<file path="src/rtl/jsfx_pkg.sv">
// Shared types, constants and helper functions for the JSON string field extractor.
package jsfx_pkg;

    localparam int KEY_MAX_BYTES   = 8;
    localparam int COUNT_LIMIT_MAX = 131072;
    localparam int CFG_W           = 64;
    localparam int KEY_LEN_W       = 4;
    localparam int CNT_W           = 18;
    localparam int MAX_RES         = 3;

    localparam logic [CNT_W-1:0] CNT_SAT       = 18'h3FFFF;
    localparam logic [CNT_W-1:0] OUT_LIMIT_RST = 18'd131067;

    localparam logic [1:0] CFG_KEY_TEXT   = 2'd0;
    localparam logic [1:0] CFG_KEY_LENGTH = 2'd1;
    localparam logic [1:0] CFG_OUT_LIMIT  = 2'd2;

    localparam logic [7:0] CH_TAB    = 8'h09;
    localparam logic [7:0] CH_NL     = 8'h0A;
    localparam logic [7:0] CH_SPACE  = 8'h20;
    localparam logic [7:0] CH_QUOTE  = 8'h22;
    localparam logic [7:0] CH_APOS   = 8'h27;
    localparam logic [7:0] CH_DASH   = 8'h2D;
    localparam logic [7:0] CH_DOT    = 8'h2E;
    localparam logic [7:0] CH_COLON  = 8'h3A;
    localparam logic [7:0] CH_QMARK  = 8'h3F;
    localparam logic [7:0] CH_BSLASH = 8'h5C;
    localparam logic [7:0] CH_LC_N   = 8'h6E;
    localparam logic [7:0] CH_LC_R   = 8'h72;
    localparam logic [7:0] CH_LC_T   = 8'h74;
    localparam logic [7:0] CH_LC_U   = 8'h75;

    localparam logic [15:0] CP_EN_DASH = 16'h2013;
    localparam logic [15:0] CP_EM_DASH = 16'h2014;
    localparam logic [15:0] CP_LSQUO   = 16'h2018;
    localparam logic [15:0] CP_RSQUO   = 16'h2019;
    localparam logic [15:0] CP_LDQUO   = 16'h201C;
    localparam logic [15:0] CP_RDQUO   = 16'h201D;
    localparam logic [15:0] CP_ELLIPS  = 16'h2026;

    localparam logic [7:0] UTF8_LEAD4 = 8'hF0;
    localparam logic [7:0] UTF8_LEAD3 = 8'hE0;
    localparam logic [7:0] UTF8_LEAD2 = 8'hC0;
    localparam logic [7:0] UTF8_CONT  = 8'h80;

    typedef enum logic [2:0] {
        PH_SEARCH,
        PH_SPACES,
        PH_VALUE,
        PH_ESCAPE,
        PH_HEX,
        PH_SKIP,
        PH_FINISHED
    } t_phase;

    typedef struct packed {
        logic [7:0] in_byte;
        logic       last_byte;
    } t_in_item;

    typedef struct packed {
        logic [7:0]       out_char;
        logic             char_valid;
        logic             value_done;
        logic             key_found;
        logic [CNT_W-1:0] out_count;
        logic             run_last;
    } t_out_item;

    typedef struct packed {
        t_phase           phase;
        logic [3:0]       match_position;
        logic [15:0]      hex_accumulator;
        logic [2:0]       hex_digits_seen;
        logic [1:0]       skip_remaining;
        logic [CNT_W-1:0] char_count;
    } t_state;

    typedef struct packed {
        logic [CFG_W-1:0]     key_text;
        logic [KEY_LEN_W-1:0] key_length;
        logic [CNT_W-1:0]     out_limit;
    } t_cfg;

    function automatic logic [3:0] hex_val(input logic [7:0] h);
        logic [3:0] v;
        v = 4'd0;
        if (h >= 8'h30 && h <= 8'h39) v = 4'(h - 8'h30);
        else if (h >= 8'h61 && h <= 8'h66) v = 4'(h - 8'h57);
        else if (h >= 8'h41 && h <= 8'h46) v = 4'(h - 8'h37);
        return v;
    endfunction

    function automatic logic [CNT_W-1:0] sat_add(input logic [CNT_W-1:0] c,
                                                 input logic [1:0] k);
        logic [CNT_W:0] sum;
        sum = {1'b0, c} + (CNT_W+1)'(k);
        return sum[CNT_W] ? CNT_SAT : sum[CNT_W-1:0];
    endfunction

endpackage

</file>
<file path="src/rtl/jsfx_decode.sv">
// Per-byte decode: next scanner state and up to three result transactions.
module jsfx_decode
    import jsfx_pkg::*;
(
    input  t_state                  i_state,
    input  t_cfg                    i_cfg,
    input  t_in_item                i_item,
    output t_state                  o_next,
    output logic [1:0]              o_num,
    output t_out_item [MAX_RES-1:0] o_items
);

    logic [7:0]  b;
    logic [7:0]  expect_ch;
    logic [2:0]  kidx;
    logic [4:0]  pos5;
    logic [4:0]  klen5;
    logic [15:0] acc_n;
    logic [2:0]  seen_n;
    logic [1:0]  skip_n;
    logic [1:0]  n;
    logic [7:0]  chr [MAX_RES];
    logic        found;
    t_state      nx;

    always_comb begin
        b       = i_item.in_byte;
        nx      = i_state;
        n       = 2'd0;
        chr[0]  = 8'd0;
        chr[1]  = 8'd0;
        chr[2]  = 8'd0;
        pos5    = {1'b0, i_state.match_position};
        klen5   = {1'b0, i_cfg.key_length};
        kidx    = 3'(i_state.match_position - 4'd1);
        acc_n   = {i_state.hex_accumulator[11:0], hex_val(b)};
        seen_n  = i_state.hex_digits_seen + 3'd1;
        skip_n  = (i_state.skip_remaining != 2'd0) ? i_state.skip_remaining - 2'd1 : 2'd0;

        if (pos5 == 5'd0) expect_ch = CH_QUOTE;
        else if (pos5 <= klen5) expect_ch = i_cfg.key_text[kidx*8 +: 8];
        else if (pos5 == klen5 + 5'd1) expect_ch = CH_QUOTE;
        else expect_ch = CH_COLON;

        unique case (i_state.phase)
            PH_SEARCH: begin
                if (b == expect_ch) begin
                    if (pos5 >= klen5 + 5'd2) begin
                        nx.phase          = PH_SPACES;
                        nx.match_position = 4'd0;
                    end else begin
                        nx.match_position = i_state.match_position + 4'd1;
                    end
                end else begin
                    nx.match_position = (b == CH_QUOTE) ? 4'd1 : 4'd0;
                end
            end
            PH_SPACES: begin
                if (b == CH_QUOTE) begin
                    nx.phase = PH_VALUE;
                end else if (b != CH_SPACE && b != CH_TAB) begin
                    nx.phase          = PH_SEARCH;
                    nx.match_position = 4'd0;
                end
            end
            PH_VALUE: begin
                priority if (i_state.char_count >= i_cfg.out_limit) begin
                    nx.phase = PH_FINISHED;
                end else if (b == CH_QUOTE) begin
                    nx.phase = PH_FINISHED;
                end else if (b == CH_BSLASH) begin
                    if (i_item.last_byte) begin
                        n      = 2'd1;
                        chr[0] = CH_BSLASH;
                    end else begin
                        nx.phase = PH_ESCAPE;
                    end
                end else if (b < UTF8_CONT) begin
                    n      = 2'd1;
                    chr[0] = b;
                end else if (b >= UTF8_LEAD4) begin
                    nx.skip_remaining = 2'd3;
                    nx.phase          = PH_SKIP;
                end else if (b >= UTF8_LEAD3) begin
                    nx.skip_remaining = 2'd2;
                    nx.phase          = PH_SKIP;
                end else if (b >= UTF8_LEAD2) begin
                    nx.skip_remaining = 2'd1;
                    nx.phase          = PH_SKIP;
                end else begin
                    // stray continuation byte: dropped
                end
            end
            PH_ESCAPE: begin
                nx.phase = PH_VALUE;
                unique case (b)
                    CH_LC_N: begin
                        n      = 2'd1;
                        chr[0] = CH_NL;
                    end
                    CH_LC_T: begin
                        n      = 2'd1;
                        chr[0] = CH_TAB;
                    end
                    CH_LC_R: ;
                    CH_LC_U: begin
                        nx.hex_accumulator = 16'd0;
                        nx.hex_digits_seen = 3'd0;
                        nx.phase           = PH_HEX;
                    end
                    default: begin
                        n      = 2'd1;
                        chr[0] = b;
                    end
                endcase
            end
            PH_HEX: begin
                nx.hex_accumulator = acc_n;
                nx.hex_digits_seen = seen_n;
                if (seen_n >= 3'd4) begin
                    nx.phase           = PH_VALUE;
                    nx.hex_digits_seen = 3'd0;
                    n                  = 2'd1;
                    priority if (acc_n < 16'd128) begin
                        chr[0] = acc_n[7:0];
                    end else if (acc_n == CP_EN_DASH || acc_n == CP_EM_DASH) begin
                        chr[0] = CH_DASH;
                    end else if (acc_n == CP_LSQUO || acc_n == CP_RSQUO) begin
                        chr[0] = CH_APOS;
                    end else if (acc_n == CP_LDQUO || acc_n == CP_RDQUO) begin
                        chr[0] = CH_QUOTE;
                    end else if (acc_n == CP_ELLIPS) begin
                        n      = 2'd3;
                        chr[0] = CH_DOT;
                        chr[1] = CH_DOT;
                        chr[2] = CH_DOT;
                    end else begin
                        chr[0] = CH_QMARK;
                    end
                end
            end
            PH_SKIP: begin
                nx.skip_remaining = skip_n;
                if (skip_n == 2'd0) nx.phase = PH_VALUE;
            end
            default: ;
        endcase

        nx.char_count = sat_add(i_state.char_count, n);
        found = (nx.phase != PH_SEARCH) && (nx.phase != PH_SPACES);

        for (int k = 0; k < MAX_RES; k++) begin
            o_items[k].out_char   = chr[k];
            o_items[k].char_valid = 1'b1;
            o_items[k].value_done = (2'(k) == n - 2'd1) && i_item.last_byte;
            o_items[k].key_found  = found;
            o_items[k].out_count  = sat_add(i_state.char_count, 2'(k + 1));
            o_items[k].run_last   = (2'(k) == n - 2'd1);
        end
        o_num = n;

        // stream end without a character still reports completion
        if (n == 2'd0 && i_item.last_byte) begin
            o_items[0].out_char   = 8'd0;
            o_items[0].char_valid = 1'b0;
            o_items[0].value_done = 1'b1;
            o_items[0].key_found  = found;
            o_items[0].out_count  = nx.char_count;
            o_items[0].run_last   = 1'b1;
            o_num                 = 2'd1;
        end

        if (i_item.last_byte) begin
            o_next = '{phase: PH_SEARCH, match_position: 4'd0, hex_accumulator: 16'd0,
                       hex_digits_seen: 3'd0, skip_remaining: 2'd0,
                       char_count: {CNT_W{1'b0}}};
        end else begin
            o_next = nx;
        end
    end

endmodule

</file>
<file path="src/rtl/jsfx_obuf.sv">
// Result buffer: up to three transactions, drained one per cycle unless stalled.
module jsfx_obuf
    import jsfx_pkg::*;
(
    input  logic                    i_clk,
    input  logic                    i_rst_n,
    input  logic                    i_load,
    input  logic [1:0]              i_num,
    input  t_out_item [MAX_RES-1:0] i_items,
    input  logic                    i_out_stall,
    output logic                    o_out_valid,
    output t_out_item               o_out_data,
    output logic                    o_free
);

    t_out_item  r_items [MAX_RES];
    logic [1:0] r_num;
    logic [1:0] r_idx;
    logic       take;
    logic       at_end;

    assign o_out_valid = (r_num != 2'd0);
    assign o_out_data  = r_items[r_idx];
    assign take        = o_out_valid && !i_out_stall;
    assign at_end      = (r_idx == r_num - 2'd1);
    assign o_free      = !o_out_valid || (take && at_end);

    always_ff @(posedge i_clk) begin
        if (!i_rst_n) begin
            r_num <= 2'd0;
            r_idx <= 2'd0;
        end else if (i_load) begin
            r_num <= i_num;
            r_idx <= 2'd0;
        end else if (take) begin
            if (at_end) begin
                r_num <= 2'd0;
                r_idx <= 2'd0;
            end else begin
                r_idx <= r_idx + 2'd1;
            end
        end
    end

    always_ff @(posedge i_clk) begin
        if (i_load) begin
            for (int k = 0; k < MAX_RES; k++) begin
                r_items[k] <= i_items[k];
            end
        end
    end

endmodule

</file>
<file path="src/rtl/json_string_field_extractor.sv">
// Top level of the JSON string field extractor: configuration, scanner state, result buffer.
//
// One JSON byte is taken per cycle unless stalled. It is decoded in the cycle of acceptance
// and the results land in a three-entry result register, visible from the next cycle on.
// With the output side not stalling, a byte that gives k results (1 for most value bytes, 3
// for an ellipsis, 0 outside the value but for the last byte) keeps the input stalled until
// the result register, draining one transaction per cycle, shows its last. While the output
// side stalls a held result transaction, the input is stalled too, whatever the next byte
// would give. Configuration writes take effect at once and are meant for idle periods only.
module json_string_field_extractor
    import jsfx_pkg::*;
(
    input  logic             i_clk,
    input  logic             i_rst_n,
    input  logic             i_cfg_we,
    input  logic [1:0]       i_cfg_idx,
    input  logic [CFG_W-1:0] i_cfg_wdata,
    input  logic             i_in_valid,
    output logic             o_in_stall,
    input  t_in_item         i_in_data,
    output logic             o_out_valid,
    input  logic             i_out_stall,
    output t_out_item        o_out_data
);

    t_cfg                    r_cfg;
    t_state                  r_state;
    t_state                  n_state;
    logic [1:0]              num;
    t_out_item [MAX_RES-1:0] items;
    logic                    free;
    logic                    accept;
    logic [KEY_LEN_W-1:0]    klen_w;
    logic [CNT_W-1:0]        lim_w;

    assign o_in_stall = !free;
    assign accept     = i_in_valid && free;

    assign klen_w = i_cfg_wdata[KEY_LEN_W-1:0];
    assign lim_w  = i_cfg_wdata[CNT_W-1:0];

    always_ff @(posedge i_clk) begin
        if (!i_rst_n) begin
            r_cfg.key_text   <= {CFG_W{1'b0}};
            r_cfg.key_length <= {KEY_LEN_W{1'b0}};
            r_cfg.out_limit  <= OUT_LIMIT_RST;
        end else if (i_cfg_we) begin
            unique case (i_cfg_idx)
                CFG_KEY_TEXT: r_cfg.key_text <= i_cfg_wdata;
                CFG_KEY_LENGTH: begin
                    r_cfg.key_length <= (32'(klen_w) > KEY_MAX_BYTES) ?
                                        KEY_LEN_W'(KEY_MAX_BYTES) : klen_w;
                end
                CFG_OUT_LIMIT: begin
                    r_cfg.out_limit <= (32'(lim_w) > COUNT_LIMIT_MAX) ?
                                       CNT_W'(COUNT_LIMIT_MAX) : lim_w;
                end
                default: ;
            endcase
        end
    end

    always_ff @(posedge i_clk) begin
        if (!i_rst_n) begin
            r_state <= '{phase: PH_SEARCH, match_position: 4'd0, hex_accumulator: 16'd0,
                         hex_digits_seen: 3'd0, skip_remaining: 2'd0,
                         char_count: {CNT_W{1'b0}}};
        end else if (accept) begin
            r_state <= n_state;
        end
    end

    jsfx_decode u_decode (
        .i_state (r_state),
        .i_cfg   (r_cfg),
        .i_item  (i_in_data),
        .o_next  (n_state),
        .o_num   (num),
        .o_items (items)
    );

    jsfx_obuf u_obuf (
        .i_clk       (i_clk),
        .i_rst_n     (i_rst_n),
        .i_load      (accept && (num != 2'd0)),
        .i_num       (num),
        .i_items     (items),
        .i_out_stall (i_out_stall),
        .o_out_valid (o_out_valid),
        .o_out_data  (o_out_data),
        .o_free      (free)
    );

endmodule

</file>
<file path="config.mk">
export PLATFORM = sky130hd
export DESIGN_NAME = json_string_field_extractor
export DESIGN_NICKNAME = d
export VERILOG_FILES = /design/src/rtl/jsfx_pkg.sv /design/src/rtl/jsfx_decode.sv /design/src/rtl/jsfx_obuf.sv /design/src/rtl/json_string_field_extractor.sv
export SDC_FILE = /design/constraint.sdc
export NUM_CORES = 1
export LEC_CHECK = 0
export ABC_AREA = 1
export BUFFER_PORTS_ARGS = -buffer_cell sky130_fd_sc_hd__buf_4
export CAP_MARGIN = 20
export CORE_MARGIN = 5
export CORE_UTILIZATION = 50
export DETAILED_ROUTE_END_ITERATION = 6
export PLACE_DENSITY = 0.72
export SYNTH_ARGS = -nofsm -noshare
export SYNTH_HDL_FRONTEND = slang
export SYNTH_HIERARCHICAL = 1
export SYNTH_SLANG_ARGS = --single-unit
</file>
<file path="constraint.sdc">
create_clock -name i_clk -period 17.2 [get_ports i_clk]
set_clock_uncertainty 0.05 [all_clocks]
set_input_delay 2.58 -clock i_clk [delete_from_list [all_inputs] [get_ports i_clk]]
set_output_delay 2.58 -clock i_clk [all_outputs]
set_load 0.01 [all_outputs]
</file>
; Yosys cells after proc, flatten, opt, wreduce, memory -nomap -nowiden
; Memory sizes are Yosys's and may differ from the RTL's. A register that Yosys moved wholly into a read port is not among the register bits.
; Cells that the tools add are included.
[totals]
ram_bits = 90
n_memories = 1
regBits = 132
output_inout_bits = 32
word_cells = 215
input_bits = 80
[classes]
addsub = 16
eq_ne = 36
n_reduce_logical = 44
bitwise_logic = 1
magnitude_cmp = 17
shifts = 1
n_mux = 88
[mem_list]
columns = memory, words, width, rd, rd_clocked_by_memory_dff, write_ports, line_no
row1 = u_obuf.r_items, 3, 30, 1, 1, 3, jsfx_obuf.sv:16  ; t_out_item r_items [MAX_RES];
[ops]
columns = operator, n
row1 = == test 16 x 14 -> 1 bit (second input constant), 7
row2 = two-way mux 18 bit, 5
row3 = two-way mux 16 bit, 5
row4 = two-way mux 8 bit, 10
row5 = variable part select 64 x 7 -> 8 bit, 1
row6 = two-way mux 2 bit, 24
row7 = one-hot mux 8 bit (3 select lines), 2
row8 = two-way mux 46 bit, 1
row9 = two-way mux 3 bit, 15
row10 = == test 8 x 7 -> 1 bit (second input constant), 5
row11 = adder 18 x 2 -> 19 bit (second input constant), 2
row12 = one-hot mux 19 bit (2 select lines), 1
row13 = two-way mux 30 bit, 1
row14 = two-way mux 4 bit, 7
row15 = greater-or-equal comparator 8 bit (second input constant), 3
row16 = two-way mux 24 bit, 1
row17 = adder 18 x 1 -> 19 bit (second input constant), 1
row18 = adder 18 x 2 -> 19 bit, 1
row19 = two-way mux 19 bit, 1
row20 = greater-or-equal comparator 18 bit, 1
row21 = greater-than comparator 18 bit (second input constant), 1
row22 = inequality test 3 bit (second input constant), 6
row23 = one-hot mux 3 bit (6 select lines), 1
row24 = greater-or-equal comparator 8 x 7 -> 1 bit (second input constant), 2
row25 = 55 further kinds, 99

; Longest topological paths before layout
[depth]
depth_word = 20
ltp_mapped = 27

; By module
; The synthesis kept the hierarchy.
[by_module_without_submodules]
columns = module, cells_each, area_per_inst_um2, n_inst
row1 = jsfx_decode, 1054, 5390.2, 1
row2 = json_string_field_extractor, 596, 4625.7, 1
row3 = jsfx_obuf, 262, 3575.9, 1

; Worst setup path after synthesis
; OpenSTA, ideal clock, no wires.
[synth_timing]
kind = in2reg
start = input port i_in_data[2] in the netlist's numbering
end = register u_obuf.r_num[1]
stages = 16
setup_slack_ns = 8.520
arrival_time_ns = 8.506
cell_sequence = inv_1 -> ha_1 -> nand2_1 -> or2_1 -> nand3_2 -> nand2_4 -> o21ai_2 -> inv_2 -> nor2_4 -> nand4_2 -> nor2_1 -> nor2_1 -> nor2_1 -> inv_1 -> nand3_1 -> a21oi_1
[synth_via]
elab_chain_len = 20
[synth_rtl]
columns = element, line_no
row1 = from (decl), json_string_field_extractor.sv:20  ; input t_in_item i_in_data,
row2 = greater-or-equal comparator 8 x 7 -> 1 bit or less-or-equal comparator 8 x 7 -> 1 bit (tied branches), jsfx_pkg.sv:90  ; else if (h >= 8'h41 && h <= 8'h46) v = 4'(h - 8'h37);
row3 = logical AND 1 bit, jsfx_pkg.sv:90
row4 = two-way mux 4 bit, jsfx_pkg.sv:90
row5 = two-way mux 4 bit, jsfx_pkg.sv:89  ; else if (h >= 8'h61 && h <= 8'h66) v = 4'(h - 8'h57);
row6 = two-way mux 4 bit, jsfx_pkg.sv:88  ; if (h >= 8'h30 && h <= 8'h39) v = 4'(h - 8'h30);
row7 = == test 16 x 14 -> 1 bit (on tied branches), "jsfx_decode.sv:132, jsfx_decode.sv:130"
row8 = two-way mux 2 bit or logical OR 1 bit (tied branches), "jsfx_decode.sv:132, jsfx_decode.sv:130"
row9 = two-way mux 2 bit, jsfx_decode.sv:130  ; end else if (acc_n == CP_LDQUO || acc_n == CP_RDQUO) begin
row10 = [... 5 more ...], n/a
row11 = logical NOT 2 bit, jsfx_decode.sv:163  ; if (n == 2'd0 && i_item.last_byte) begin
row12 = logical AND 1 bit, jsfx_decode.sv:163
row13 = two-way mux 2 bit *, jsfx_decode.sv:163
row14 = net num[1], json_string_field_extractor.sv:29  ; logic [1:0] num;
row15 = nonzero test 2 bit, json_string_field_extractor.sv:85  ; .i_load (accept && (num != 2'd0)),
row16 = logical AND 1 bit, json_string_field_extractor.sv:85
row17 = nonzero test 2 bit (no line), n/a
row18 = AND reduction 2 bit (no line), n/a
row19 = to (signal assigned), jsfx_obuf.sv:33  ; r_num <= i_num;
row20 = to (decl), jsfx_obuf.sv:17  ; logic [1:0] r_num;
; Mark *: on every way through the listed nets, which the timed path passes. The rest lies on a longest branch.
; A chain may end at the register's enable or synchronous reset.

; Worst setup path after layout
[layout_timing]
start = input port i_out_stall
end = output port o_in_stall
[layout_via]
elab_chain_len = 5
[layout_rtl]
columns = element, line_no
row1 = from (decl), json_string_field_extractor.sv:22  ; input logic i_out_stall,
row2 = logical NOT 1 bit, jsfx_obuf.sv:24  ; assign take = o_out_valid && !i_out_stall;
row3 = logical AND 1 bit, jsfx_obuf.sv:24
row4 = logical AND 1 bit, jsfx_obuf.sv:26  ; assign o_free = !o_out_valid || (take && at_end);
row5 = logical OR 1 bit, jsfx_obuf.sv:26
row6 = net free, json_string_field_extractor.sv:31  ; logic free;
row7 = logical NOT 1 bit, json_string_field_extractor.sv:36  ; assign o_in_stall = !free;
row8 = to (decl), json_string_field_extractor.sv:19  ; output logic o_in_stall,
; The timed path passes the listed nets, and every way through them passes these cells.

==> run summary <==
Clock buffer depth - 3
Net Sw Power - 0.3920 mW
H-tree depth - 1
Achievable Freq - 166.3 MHz
IO Port Bufs - 111
Core ar. - 26650 µm²
Initial Util - 50.34%
Reg power frac - 45.1%
Register-to-register setup slack - 12.37 ns
Final hold violations - 0
GR peak layer - met2
Static leakage - 6.670 nW
Setup tns final - 0 ns
Antenna Nets Post-Route - 0
WP data arrival - 3.38 ns
# diodes - 0
Clock-pin slew on the worst setup and hold paths - 0.06 ns
Cell internal pwr - 0.9696 mW
Nets - 2061
Clk sinks - 224
1st-iter DRT viols - 948
Area Growth Syn to Fin - 11.78%
Full die area - 30210 µm²
Die span in y - 173.8 µm
CP max FO - 4
Vias per std cell - 5.401
Hold Path Class - register to register
Root Buffer - clkbuf_16
Max-slew headroom - 30.58%
Status - finished, final reports clean
DP HPWL - 26240 µm
Mean post-synth cell area - 7.106 µm²
Max-cap violation count - 0
Layout Cells excl Fill - 2299
Yosys warns - 6
Largest net degree at the start of global routing - 72
Worst endpoint required time - 14.57 ns
Post-cts resize count - 0
Worst Setup Start Kind - input port
Synth Instances - 1888
Tightest Pin Transition - 1.040 ns
Later-pin clock latency in the skew report - 0.53 ns
Gr ovfl total - 0
Clock network power share - 38.3%
Final Critical Period - 6.012 ns
Vias - 12420
CTS tree - built
Routing usage on met3 - 2.988%
Final Setup Violations - 0
DIE WIDTH - 173.8 µm
Setup repair bufs after CTS - 0
VDD IR max - 79.72 µV
# fillers - 2582
End point of the critical path - o_in_stall
Cell Rows - 60
Fin. max-slew vios - 0
CP Class - input port to primary output
Number of global-route vias before repair - 11830
# DRC - 0
R2R depth - 22
CTS Buf Count - 25
Crit end category - primary output
Met1 usage - 33.11%
Logic gate share of total power - 16.6%
Initial DRT Pass Iterations - 5
Mapped cell area - 13420 µm²
Total track usage - 23.76%
Share of layout cells above drive strength 1 - 11.80%
Routed length per instance - 16.02 µm
Unrepaired setup endpoints after global routing - no
Pwr Density - 90.79 nW/µm²
Top Ports - 112
Placed insts - 2252
Crit Reg-Reg Endpoint - r_state[12]
Critical R2R Launch - r_state[0]
Switch share - 28.79%
Critical path launch point - i_out_stall
Hold_buf cts - 0
Final wirelength - 36830 µm
Met2 usage - 39.52%
Initial antenna violation count - 0
First-pass GRT wire length - 60570 µm
Ratio of final minimum period to clock period - 34.96%
GPL Wtd Cong - 0.9908
-- power by group through the flow --
stage                     Combinational [mW]  Sequential, mW  Clock, mW
after floorplan                        0.164           0.616          0
final                                  0.225           0.614      0.522
after detailed placement               0.223           0.625          0
after CTS                              0.225           0.614      0.534
after global routing                   0.254           0.618      0.557
after global placement                 0.220           0.624          0
-- stage by stage --
stage	area, µm²	power [mW]	setup WS [ns]	util [%]	hold slack (ns)
floorplan	13450	0.7802	8.520	-	0.3906
global placement	14160	0.8440	10.87	53.13	0.4027
detailed placement	14160	0.8484	10.71	53.13	0.4047
CTS	14970	1.373	11.20	56.17	0.4216
global route	15000	1.429	10.91	56.27	0.4599
finish	15000	1.362	11.19	56.27	0.4173
-- worst max-delay path, cell delays in order --
cell and delay [ns]:
buf_4 0.11, nor2_2 0.16, nand3_2 0.15, nand2_1 0.19, inv_1 0.06, buf_4 0.14
-- registers in the layout, summed over array words and instances (netlist names), named ones only --
signal,count
r_cfg,86
r_state,42
u_obuf/r_idx,2
u_obuf/r_items,90
u_obuf/r_num,2
-- routing by layer --
metal  part of all wire, %  up-vias
met3                   6.3       64
met4                   2.0        0
li1                      -     6253
met5                     0        -
met1                    46     5684
met2                    46      415
-- worst min-delay path by stage --
stage | from | end | slack, ns | depth (start not counted)
6_report | r_cfg[4] | r_cfg[4] | 0.42 | 2
5_1_grt | r_cfg[3] | r_cfg[3] | 0.46 | 2
4_1_cts | r_cfg[4] | r_cfg[4] | 0.42 | 2
3_5_place_dp | r_cfg[4] | r_cfg[4] | 0.40 | 2
3_3_place_gp | r_cfg[3] | r_cfg[3] | 0.40 | 2
2_1_floorplan | r_cfg[6] | r_cfg[6] | 0.39 | 2
-- final cells by class --
| cell class | instances | area, µm² | share of cell area (%) |
|---|---|---|---|
| clock buffer | 36 | 738.2 | 4.922 |
| multi-input combinational | 1378 | 6740 | 44.94 |
| timing repair buffer | 119 | 913.4 | 6.090 |
| inverter | 191 | 721.9 | 4.814 |
| sequential | 224 | 5385 | 35.91 |
| tap | 341 | 426.7 | 2.845 |
| clock inverter | 10 | 71.32 | 0.4756 |
-- layout by cell type (no fill, tap or decap), types with 6 or more instances in the layout --
cell       count
a21oi_1      117
nor3_1        28
clkbuf_16     26
edfxtp_1      90
inv_2         19
xnor2_1        6
conb_1        12
o21ai_0      155
nand2_2        7
xor2_1        19
nand2_1      337
dfxtp_1      134
o21ai_1       33
nand3_1      130
nand3_2        6
buf_4        118
o32ai_1        6
nor2_1       382
or2_1          7
o211ai_1       7
nand4_1       12
ha_1          41
inv_1        167
nor2_4         6
o22ai_1        6
nor2_2         9
a31oi_1        6
Note: power is estimated with default switching activity, not from simulation.
